<file path="src/rtl/xs128p_pkg.sv">
`default_nettype none
package xs128p_pkg;

   localparam int WORD_W     = 64;
   localparam int BOUND_W    = 32;
   localparam int SPAN_W     = BOUND_W + 1;
   localparam int DIV_STEPS  = WORD_W;
   localparam int JUMP_STEPS = 2 * WORD_W;
   localparam int CNT_W      = $clog2(JUMP_STEPS);
   localparam int CSR_IDX_W  = 1;

   localparam logic [WORD_W-1:0] RESET_WORD_ZERO = 64'd12342;
   localparam logic [WORD_W-1:0] RESET_WORD_ONE  = 64'd22342;

   // Jump polynomial, bit i is tested before step i of the jump.
   localparam logic [JUMP_STEPS-1:0] JUMP_POLY = {64'h121fd2155c472f96, 64'h8a5cd789635d2dff};

   typedef enum logic [1:0] {
      KIND_RAW   = 2'd0,
      KIND_RANGE = 2'd1,
      KIND_JUMP  = 2'd2
   } kind_type;

   typedef enum logic [CSR_IDX_W-1:0] {
      REG_SEED_ZERO = 1'd0,
      REG_SEED_ONE  = 1'd1
   } csr_reg_type;

   typedef enum logic [1:0] {
      OUT_RAW,
      OUT_EQUAL,
      OUT_RANGE
   } out_sel_type;

   typedef struct packed {
      logic [WORD_W-1:0] w0;
      logic [WORD_W-1:0] w1;
   } state_pair_type;

   typedef struct packed {
      logic             latch_req;
      logic             jump_clear;
      logic             advance;
      logic             draw_load;
      logic             div_step;
      logic             jump_step;
      logic             jump_commit;
      logic             out_load;
      out_sel_type      out_sel;
      logic [CNT_W-1:0] step_idx;
   } dp_cmd_type;

   typedef struct packed {
      logic bounds_equal;
   } dp_status_type;

   // One xorshift128+ step (shifts 23, 18, 5).
   function automatic state_pair_type xs_next(input logic [WORD_W-1:0] a_in,
                                              input logic [WORD_W-1:0] b_in);
      logic [WORD_W-1:0] a;
      state_pair_type    res;
      a      = a_in ^ (a_in << 23);
      res.w0 = b_in;
      res.w1 = a ^ b_in ^ (a >> 18) ^ (b_in >> 5);
      return res;
   endfunction

endpackage
`default_nettype wire

</file>
<file path="src/rtl/xs128p_datapath.sv">
`default_nettype none
module xs128p_datapath (
   input  logic                                clock,
   input  logic                                reset,
   input  xs128p_pkg::dp_cmd_type              cmd,
   output xs128p_pkg::dp_status_type           status,
   input  logic                                csr_we,
   input  logic [xs128p_pkg::CSR_IDX_W-1:0]    csr_index,
   input  logic [xs128p_pkg::WORD_W-1:0]       csr_wdata,
   input  logic signed [xs128p_pkg::BOUND_W-1:0] req_bound_low,
   input  logic signed [xs128p_pkg::BOUND_W-1:0] req_bound_high,
   output logic [xs128p_pkg::WORD_W-1:0]       rsp_random_word,
   output logic signed [xs128p_pkg::BOUND_W-1:0] rsp_ranged_value
);
   import xs128p_pkg::*;

   logic [WORD_W-1:0]         s0_ff, s0_in, s1_ff, s1_in;
   logic [WORD_W-1:0]         acc0_ff, acc0_in, acc1_ff, acc1_in;
   logic signed [BOUND_W-1:0] lo_ff, lo_in, hi_ff, hi_in;
   logic [SPAN_W-1:0]         span_ff, span_in;
   logic [WORD_W-1:0]         quot_ff, quot_in;
   logic [SPAN_W-1:0]         rem_ff, rem_in;
   logic [WORD_W-1:0]         word_ff, word_in;
   logic signed [BOUND_W-1:0] value_ff, value_in;
   logic [WORD_W-1:0]         sum;
   logic [SPAN_W:0]           trial;
   state_pair_type            nxt;

   assign sum   = s0_ff + s1_ff;
   assign nxt   = xs_next(s0_ff, s1_ff);
   assign trial = {rem_ff, quot_ff[WORD_W-1]};

   always_comb begin
      s0_in = s0_ff;
      s1_in = s1_ff;
      if (cmd.jump_commit) begin
         s0_in = acc0_ff;
         s1_in = acc1_ff;
      end else if (cmd.advance || cmd.jump_step) begin
         s0_in = nxt.w0;
         s1_in = nxt.w1;
      end
      // seeding must only happen while idle; the datapath itself does not enforce it
      if (csr_we && csr_index == REG_SEED_ZERO) s0_in = csr_wdata;
      if (csr_we && csr_index == REG_SEED_ONE)  s1_in = csr_wdata;

      acc0_in = acc0_ff;
      acc1_in = acc1_ff;
      if (cmd.jump_clear) begin
         acc0_in = '0;
         acc1_in = '0;
      end else if (cmd.jump_step && JUMP_POLY[cmd.step_idx]) begin
         acc0_in = acc0_ff ^ s0_ff;
         acc1_in = acc1_ff ^ s1_ff;
      end
   end

   // bounds ordered on capture
   always_comb begin
      lo_in = lo_ff;
      hi_in = hi_ff;
      if (cmd.latch_req) begin
         if (req_bound_high < req_bound_low) begin
            lo_in = req_bound_high;
            hi_in = req_bound_low;
         end else begin
            lo_in = req_bound_low;
            hi_in = req_bound_high;
         end
      end
   end

   assign status.bounds_equal = (lo_ff == hi_ff);

   // restoring remainder, one dividend bit per step
   always_comb begin
      span_in = span_ff;
      quot_in = quot_ff;
      rem_in  = rem_ff;
      if (cmd.draw_load) begin
         span_in = {hi_ff[BOUND_W-1], hi_ff} - {lo_ff[BOUND_W-1], lo_ff} + SPAN_W'(1);
         quot_in = sum;
         rem_in  = '0;
      end else if (cmd.div_step) begin
         quot_in = {quot_ff[WORD_W-2:0], 1'b0};
         if (trial >= {1'b0, span_ff}) begin
            rem_in = SPAN_W'(trial - {1'b0, span_ff});
         end else begin
            rem_in = trial[SPAN_W-1:0];
         end
      end
   end

   always_comb begin
      word_in  = word_ff;
      value_in = value_ff;
      if (cmd.out_load) begin
         unique case (cmd.out_sel)
            OUT_RAW: begin
               word_in  = sum;
               value_in = '0;
            end
            OUT_EQUAL: begin
               word_in  = '0;
               value_in = lo_ff;
            end
            OUT_RANGE: begin
               word_in  = '0;
               value_in = rem_ff[BOUND_W-1:0] + lo_ff;
            end
            default: begin
               word_in  = '0;
               value_in = '0;
            end
         endcase
      end
   end

   always_ff @(posedge clock) begin
      if (reset) begin
         s0_ff   <= RESET_WORD_ZERO;
         s1_ff   <= RESET_WORD_ONE;
         acc0_ff <= '0;
         acc1_ff <= '0;
      end else begin
         s0_ff   <= s0_in;
         s1_ff   <= s1_in;
         acc0_ff <= acc0_in;
         acc1_ff <= acc1_in;
      end
   end

   always_ff @(posedge clock) begin
      lo_ff    <= lo_in;
      hi_ff    <= hi_in;
      span_ff  <= span_in;
      quot_ff  <= quot_in;
      rem_ff   <= rem_in;
      word_ff  <= word_in;
      value_ff <= value_in;
   end

   assign rsp_random_word  = word_ff;
   assign rsp_ranged_value = value_ff;

endmodule
`default_nettype wire

</file>
<file path="src/rtl/xs128p_ctrl.sv">
`default_nettype none
module xs128p_ctrl (
   input  logic                          clock,
   input  logic                          reset,
   input  logic                          req_valid,
   output logic                          req_ready,
   input  logic [1:0]                    req_kind,
   output logic                          rsp_valid,
   input  logic                          rsp_ready,
   output xs128p_pkg::dp_cmd_type        cmd,
   input  xs128p_pkg::dp_status_type     status
);
   import xs128p_pkg::*;

   typedef enum logic [2:0] {
      S_IDLE,
      S_RAW,
      S_RANGE,
      S_DIV,
      S_EQUAL_OUT,
      S_RANGE_OUT,
      S_JUMP,
      S_JUMP_END
   } state_type;

   state_type        state_ff, state_in;
   logic [CNT_W-1:0] count_ff, count_in;
   logic             rsp_valid_ff, rsp_valid_in;
   logic             accept;
   logic             slot_free;

   assign req_ready = (state_ff == S_IDLE);
   assign accept    = req_valid && req_ready;
   assign slot_free = !rsp_valid_ff || rsp_ready;

   always_comb begin
      cmd          = '0;
      cmd.out_sel  = OUT_RAW;
      cmd.step_idx = count_ff;
      state_in     = state_ff;
      count_in     = count_ff;

      unique case (state_ff)
         S_IDLE: begin
            if (accept) begin
               cmd.latch_req = 1'b1;
               count_in      = '0;
               unique case (req_kind)
                  KIND_RAW:   state_in = S_RAW;
                  KIND_RANGE: state_in = S_RANGE;
                  KIND_JUMP: begin
                     cmd.jump_clear = 1'b1;
                     state_in       = S_JUMP;
                  end
                  default:    state_in = S_IDLE;   // unused kind dropped
               endcase
            end
         end
         S_RAW: begin
            if (slot_free) begin
               cmd.out_load = 1'b1;
               cmd.out_sel  = OUT_RAW;
               cmd.advance  = 1'b1;
               state_in     = S_IDLE;
            end
         end
         S_RANGE: begin
            if (status.bounds_equal) begin
               state_in = S_EQUAL_OUT;
            end else begin
               cmd.draw_load = 1'b1;
               cmd.advance   = 1'b1;
               state_in      = S_DIV;
            end
         end
         S_DIV: begin
            cmd.div_step = 1'b1;
            count_in     = count_ff + CNT_W'(1);
            if (count_ff == CNT_W'(DIV_STEPS - 1)) state_in = S_RANGE_OUT;
         end
         S_EQUAL_OUT: begin
            if (slot_free) begin
               cmd.out_load = 1'b1;
               cmd.out_sel  = OUT_EQUAL;
               state_in     = S_IDLE;
            end
         end
         S_RANGE_OUT: begin
            if (slot_free) begin
               cmd.out_load = 1'b1;
               cmd.out_sel  = OUT_RANGE;
               state_in     = S_IDLE;
            end
         end
         S_JUMP: begin
            cmd.jump_step = 1'b1;
            count_in      = count_ff + CNT_W'(1);
            if (count_ff == CNT_W'(JUMP_STEPS - 1)) state_in = S_JUMP_END;
         end
         S_JUMP_END: begin
            cmd.jump_commit = 1'b1;
            state_in        = S_IDLE;
         end
         default: state_in = S_IDLE;
      endcase

      rsp_valid_in = rsp_valid_ff;
      if (cmd.out_load) begin
         rsp_valid_in = 1'b1;
      end else if (rsp_ready) begin
         rsp_valid_in = 1'b0;
      end
   end

   always_ff @(posedge clock) begin
      if (reset) begin
         state_ff     <= S_IDLE;
         count_ff     <= '0;
         rsp_valid_ff <= 1'b0;
      end else begin
         state_ff     <= state_in;
         count_ff     <= count_in;
         rsp_valid_ff <= rsp_valid_in;
      end
   end

   assign rsp_valid = rsp_valid_ff;

endmodule
`default_nettype wire

</file>
<file path="src/rtl/xorshift128plus_generator.sv">
`default_nettype none
// xorshift128+ generator (shifts 23, 18, 5) with a 128-bit state. Writing csr
// index 0 or 1 loads state word zero or one directly; reset state is 12342 /
// 22342. Request kinds: raw (0) returns s0+s1 and steps the state; range (1)
// returns a value in the inclusive bounds (either order), drawing one raw word
// and reducing it modulo high-low+1 unless the bounds are equal; jump (2)
// advances 2^64 steps and returns nothing; kind 3 is dropped. req_ready is
// high only while the controller is idle, one request in flight at a time.
// A range request runs the bit-serial 64-step remainder loop before its output
// state; a jump runs 128 sequenced generator steps plus a commit. The response
// register frees the front end: a new request can be taken while the previous
// response waits for rsp_ready; a finished item then holds in its output state
// until the response slot drains.
module xorshift128plus_generator (
   input  logic                                  clock,
   input  logic                                  reset,
   // configuration writes
   input  logic                                  csr_we,
   input  logic [xs128p_pkg::CSR_IDX_W-1:0]      csr_index,
   input  logic [xs128p_pkg::WORD_W-1:0]         csr_wdata,
   // request channel
   input  logic                                  req_valid,
   output logic                                  req_ready,
   input  logic [1:0]                            req_kind,
   input  logic signed [xs128p_pkg::BOUND_W-1:0] req_bound_low,
   input  logic signed [xs128p_pkg::BOUND_W-1:0] req_bound_high,
   // response channel
   output logic                                  rsp_valid,
   input  logic                                  rsp_ready,
   output logic [xs128p_pkg::WORD_W-1:0]         rsp_random_word,
   output logic signed [xs128p_pkg::BOUND_W-1:0] rsp_ranged_value
);
   import xs128p_pkg::*;

   dp_cmd_type    cmd;
   dp_status_type status;

   // sequencer: owns the handshake, the step counter and response valid
   xs128p_ctrl u_ctrl (
      .clock     (clock),
      .reset     (reset),
      .req_valid (req_valid),
      .req_ready (req_ready),
      .req_kind  (req_kind),
      .rsp_valid (rsp_valid),
      .rsp_ready (rsp_ready),
      .cmd       (cmd),
      .status    (status)
   );

   // state words, jump accumulators, remainder unit, response payload
   xs128p_datapath u_dp (
      .clock            (clock),
      .reset            (reset),
      .cmd              (cmd),
      .status           (status),
      .csr_we           (csr_we),
      .csr_index        (csr_index),
      .csr_wdata        (csr_wdata),
      .req_bound_low    (req_bound_low),
      .req_bound_high   (req_bound_high),
      .rsp_random_word  (rsp_random_word),
      .rsp_ranged_value (rsp_ranged_value)
   );

`ifndef ASSERT_OFF
   // a jump never produces a response transfer right after it is taken
   a_jump_no_rsp: assert property (@(posedge clock) disable iff (reset)
      (req_valid && req_ready && req_kind == KIND_JUMP) |=> !$rose(rsp_valid))
      else $error("response raised after jump request");

   // an unused kind is dropped and the front end stays open
   a_unused_kind_idle: assert property (@(posedge clock) disable iff (reset)
      (req_valid && req_ready && req_kind != KIND_RAW && req_kind != KIND_RANGE
       && req_kind != KIND_JUMP) |=> req_ready)
      else $error("unused kind left controller busy");

   // a response carries at most one meaningful field
   a_one_field: assert property (@(posedge clock) disable iff (reset)
      rsp_valid |-> (rsp_random_word == '0 || rsp_ranged_value == '0))
      else $error("both response fields nonzero");
`endif

endmodule
`default_nettype wire
</file>
<file path="config.mk">
export PLATFORM = sky130hd
export DESIGN_NAME = xorshift128plus_generator
export DESIGN_NICKNAME = d
export VERILOG_FILES = /design/src/rtl/xs128p_pkg.sv /design/src/rtl/xs128p_datapath.sv /design/src/rtl/xs128p_ctrl.sv /design/src/rtl/xorshift128plus_generator.sv
export SDC_FILE = /design/constraint.sdc
export NUM_CORES = 2
export LEC_CHECK = 0
export ABC_AREA = 1
export BUFFER_PORTS_ARGS = -buffer_cell sky130_fd_sc_hd__buf_2
export CAP_MARGIN = 30
export CORE_ASPECT_RATIO = 0.5
export CORE_MARGIN = 4
export CORE_UTILIZATION = 30
export DETAILED_ROUTE_END_ITERATION = 8
export PLACE_DENSITY = 0.53
export SLEW_MARGIN = 20
export SYNTH_ARGS = -nofsm -noshare
export SYNTH_HDL_FRONTEND = slang
export SYNTH_HIERARCHICAL = 1
export SYNTH_SLANG_ARGS = --single-unit
</file>
<file path="constraint.sdc">
create_clock -name clock -period 5 [get_ports clock]
set_input_delay 0.5 -clock clock [delete_from_list [all_inputs] [get_ports clock]]
set_output_delay 0.5 -clock clock [all_outputs]
set_load 0.02 [all_outputs]
</file>
# Word-level counts from Yosys, hierarchy flattened
# Memories as Yosys holds them, arrays and structs flattened. A register that Yosys moved wholly into a read port is not among the register bits.
# Index checks and enable logic that the tools add are counted.
totals:
  input_bits: 136
  ff_bits: 557
  out_inout_bits: 98
  n_memories: 1
  mem_bits_rw: 0
  rom_bits: 128
  latchBits: 0
  wordCells: 109
op_classes:
  add_sub_neg: 6
  bitwise_logic: 7
  n_eq_ne: 18
  shifts: 0
  n_mul: 0
  reduce_logical: 20
  n_mux: 40
  magnitude_cmp: 3
  n_div: 0
mem_list:
  columns: ["name", "depth", "width", "read_ports", "rd_ports_with_merged_regs", "wr", "line_no", "text"]
  rows:
  - ["(no name shown)", 128, 1, 1, 1, 0, "xs128p_datapath.sv:52", "end else if (cmd.jump_step && JUMP_POLY[cmd.step_idx]) begin"]
op_table:
  columns: ["cell", "count"]
  rows:
  - ["64-bit 2-to-1 mux", 8]
  - ["64-bit XOR", 4]
  - ["64-bit adder", 1]
  - ["32-bit 2-to-1 mux", 2]
  - ["32-bit case mux with 2 select lines", 1]
  - ["64-bit by 46-bit XOR with 64-bit output", 1]
  - ["64-bit by 59-bit XOR with 64-bit output", 1]
  - ["34-bit by 33-bit >= comparator with 1-bit output", 1]
  - ["33-bit by 1-bit adder with 33-bit output (second input constant)", 1]
  - ["33-bit 2-to-1 mux", 1]
  - ["32-bit by 32-bit subtractor with 33-bit output", 1]
  - ["33-bit subtractor", 1]
  - ["32-bit adder", 1]
  - ["32-bit == test", 1]
  - ["32-bit less-than comparator", 1]
  - ["3-bit 2-to-1 mux", 8]
  - ["7-bit 2-to-1 mux", 3]
  - ["3-bit case mux with 3 select lines", 2]
  - ["3-bit case mux with 6 select lines", 1]
  - ["7-bit case mux with 2 select lines", 1]
  - ["3-bit == test (second input constant)", 4]
  - ["1-bit 2-to-1 mux", 9]
  - ["7-bit by 8-bit less-than comparator with 1-bit output (second input constant)", 1]
  - ["7-bit by 1-bit adder with 7-bit output (second input constant)", 1]
  - ["other kinds (22)", 38]

# Logic depth before layout (Yosys ltp)
logic_depth:
  word_depth: 8
  mapped_depth: 17
  depth_no_buf: 17

# Modules after synthesis
# Netlist, hierarchy kept.
by_module_without_submodules:
  columns: ["mod", "area_each_um2", "n_inst", "seq_area_each_um2", "cells_each"]
  rows:
  - ["xs128p_datapath", 40929.3, 1, 13503.0, 5833]
  - ["xs128p_ctrl", 820.8, 1, 220.2, 123]

# Least setup slack after synthesis
# No wires, ideal clock.
synth_path:
  kind: "register to register"
  from: "register u_dp.lo_ff[2]"
  to: "register u_dp.quot_ff[0], enable pin"
  period_less_slack_ns: 5.542
  t_arrival_ns: 5.089
  stages_incl_launch_ff: 11
  setup_time_ns: 0.454
  required_time_ns: 4.546
  setup_slack_ns: -0.542
  path_buffers: 2
  cell_sequence: "edfxtp_1 -> inv_1 -> ha_1 -> nand4_1 -> nor4_1 -> and2_1 -> nor2_1 -> clkbuf_1 -> nor2_1 -> inv_1 -> clkbuf_1"
synth_lines:
  columns: ["element", "line_no", "text"]
  rows:
  - ["start, declared", "xs128p_datapath.sv:19", "logic signed [BOUND_W-1:0] lo_ff, lo_in, hi_ff, hi_in;"]
  - ["start signal, assigned", "xs128p_datapath.sv:134", "lo_ff <= lo_in;"]
  - ["end signal, assigned", "xs128p_datapath.sv:137", "quot_ff <= quot_in;"]
  - ["end, declared", "xs128p_datapath.sv:21", "logic [WORD_W-1:0] quot_ff, quot_in;"]

==> results.ini <==
[outcome]
outcome = complete, no violations

[critical_path]
ff2ff_setup_slack_ns = 0.88
cp-end-kind = register
r2r_end = u_dp/s1_ff[39]
crit_required_ns = 5.54
crit_type = register to register
worst_r2r_path_depth = 17
crit_fanout = 49
critical_path_arrival_ns = 4.67
r2r-start = u_dp/lo_ff[2]
cp-start-kind = register

[timing]
max_freq_mhz = 242.4
finalCritPeriodShare_pct = 82.49
skew_ns = 0.08206
drv_slew = 0
final-setup-viol-count = 0
final.setup.tns_ns = 0
fin_crit_ns = 4.125
hold_violations = 0
relSlewSlack_pct = 33.04
rsz0062_at_grt = false
worstMarginPinSlew_ns = 1.004

[yosys]
ys_seq_area_share_pct = 32.87
synth-main-ff-cell = dfxtp_1
synth_edf_count = 257
synth-seq-cells = 557
synth_top_cell_area_share_pct = 18.48
syn-num-nets = 6329
yosysTopAreaCell = edfxtp_1
synthArstFlopShare_pct = 0
synthCells = 5956
synth_area_leaders = edfxtp_1 (18%), nand2_1 (16%), dfxtp_1 (14%), ha_1 (7.0%), inv_1 (6.9%)
synth_cell_types = 56
avgSynthCellArea_um2 = 7.010
yosys_warnings = 6
mappedNetlistArea_um2 = 41750

[layout]
nNetsFinal = 6424
fill_cells = 14980
multiInputGateArea_um2 = 23930
layout_common_cells = nand2_1 (1756), inv_1 (765), nor2_1 (395)
areaGrowthSynthToFinish_pct = 11.85
register_area_um2 = 13720
postLayoutCoreUtil_pct = 33.93
final_layout_size_suffix_gt1_share_pct = 10.52
layout_commonest_cell = nand2_1

[worst_hold_path]
hold_class = input pin to register
hold_end = u_dp/s1_ff[10]
min_path_cells = 3
hp-start = csr_wdata[10]

[floorplan]
io_pins = 234
dieHeight_um = 271.8
die-area_um2 = 145600
start_util_pct = 30.33
core_area_um2 = 137700
die_x_um = 535.6
std_cell_rows = 96

[placed_design]
dp_hpwl_um = 124800
place_congestion = 0.9472
io_buffers = 233

[route]
wl_per_cell_um = 20.36
drc = 0
vias = 39690
drt_first_pass_iters = 6
ant_nets = 0
drt-initial-drc-count = 3796
avgViaCountPerCell = 4.981
wl_um = 162200

[grt]
grt_pass1_vias = 37270
grt_pass1_wl_um = 240900
gr-total-overflow = 0
antenna_found_initial = 6
grt_max_degree = 129
grt_usage_pct = 21.53

[clocking]
htreeDepth = 2
post_cts_buffers = 0
cts-resized-gates = 0
path_clk_slew_ns = 0.07
cts.sinks = 557
cts-root-buf = clkbuf_16
cts_tree = built
clock_latency_ns = 0.70
cts_buffer_depth = 3
postCtsHoldBufs = 0
numCtsBuffers = 60

[pwr]
power_density_nw_per_um2 = 665.4
p_leak_nw = 22.00
max-vdd-ir-drop_mv = 0.3737

[run]
maxCapViolCount = 0

==> how the worst max path moves through the flow <==
stage             startpoint               to  cells after the start
2_1_floorplan  u_dp/lo_ff[2]  u_dp/quot_ff[0]                     10
3_3_place_gp   u_dp/lo_ff[7]   u_dp/s1_ff[35]                     17
3_5_place_dp   u_dp/lo_ff[2]   u_dp/s1_ff[40]                     17
4_1_cts        u_dp/lo_ff[2]   u_dp/s1_ff[35]                     17
5_1_grt        u_dp/lo_ff[2]   u_dp/s1_ff[29]                     17
6_report       u_dp/lo_ff[2]   u_dp/s1_ff[39]                     17
==> metal layers <==
metal / wire [um] / global-route usage [%]
met5: 13 / 0
met4: 6358 / 7.514
met3: 10430 / 3.416
met2: 73460 / 35.06
met1: 71970 / 28.87
==> cells by family (layout without fill, tap and decap cells) <==
| logic type | after synthesis | in the layout | share of synthesized area, % |
|---|---|---|---|
| buffers and inverters | 1031 | 1177 | 10.02 |
| xor gates and xnor gates | 375 | 375 | 7.867 |
| AOI/OAI and AO/OA | 823 | 823 | 12.05 |
| adders and majority gates | 237 | 237 | 7.175 |
| and+or+nand+nor | 2933 | 2933 | 30.02 |
| DFF | 557 | 557 | 32.87 |
| other | 0 | 4 | 0 |
==> area by class of cell <==
cell class                 count  area share, %
multi-input combinational   4368          51.24
sequential                   557          29.39
inverter                     785          6.350
tap                         1862          4.989
timing repair buffer         279          3.558
clock buffer                  80          3.537
clock inverter                33         0.9163
antenna                        4        0.02143
==> worst max-delay path, cell delays in order, from the launching register on <==
cell and delay (ns):
edfxtp_1 0.41, inv_1 0.06, ha_1 0.39, nand4_1 0.11, nor4_1 0.40, and2_1 0.33
nor2_4 0.07, inv_1 0.07, o41ai_1 0.11, buf_4 0.20, nor2_1 0.39, nand2_1 0.33
inv_1 0.23, nor2_4 0.11, buf_4 0.37, o21a_1 0.21, a21oi_1 0.14, nor2_1 0.05
==> synthesized netlist by cell type, types with 8 or more instances <==
library cell	count
nand2_1	1758
inv_1	770
nor2_1	400
nand3_1	388
dfxtp_1	300
a21oi_1	294
edfxtp_1	257
ha_1	233
xor2_1	196
o21ai_0	181
xnor2_1	179
nand4_1	170
clkbuf_1	150
nand2_2	110
a21oi_2	101
buf_2	65
o211ai_1	63
a31oi_1	59
nor3_1	31
nand3b_1	29
a211oi_1	28
o21a_1	28
o21bai_1	17
o21ai_1	16
nor4_1	12
buf_12	11
inv_2	11
a21o_1	9
buf_1	9
buf_4	9
o2111ai_1	8
o221ai_1	8
==> through the flow <==
step / hold WS (ns) / cell area [um2] / setup WS, ns / power [mW] / cells
2_1_floorplan: 0.4449 / 41750 / 0.4994 / 19.47 / 5956
3_3_place_gp: 0.4637 / 44570 / 1.035 / 26.14 / 7849
3_5_place_dp: 0.4676 / 44570 / 0.9251 / 26.07 / 7849
4_1_cts: 0.008976 / 46650 / 0.9743 / 31.04 / 7962
5_1_grt: 0.04977 / 46690 / 0.7277 / 33.14 / 7964
6_report: 0.05995 / 46700 / 0.8753 / 31.07 / 7968
==> sequential cells by signal, indices dropped and copies added (netlist names) <==
register / flops
u_dp/acc0_ff: 64
u_dp/acc1_ff: 64
u_dp/quot_ff: 64
u_dp/rsp_random_word: 64
u_dp/s0_ff: 64
u_dp/s1_ff: 64
u_dp/rem_ff: 33
u_dp/span_ff: 33
u_dp/hi_ff: 32
u_dp/lo_ff: 32
u_dp/rsp_ranged_value: 32
u_ctrl/count_ff: 7
u_ctrl/state_ff: 3
u_ctrl/rsp_valid: 1
==> power breakdown <==
| part | internal [mW] | switching (mW) | total (mW) |
|---|---|---|---|
| Clock | 2.71 | 2.12 | 4.83 |
| Combinational | 5.64 | 11.9 | 17.6 |
| Sequential | 6.84 | 1.84 | 8.68 |
| Total | 15.2 | 15.9 | 31.1 |
(Power assumes the default switching activity.)
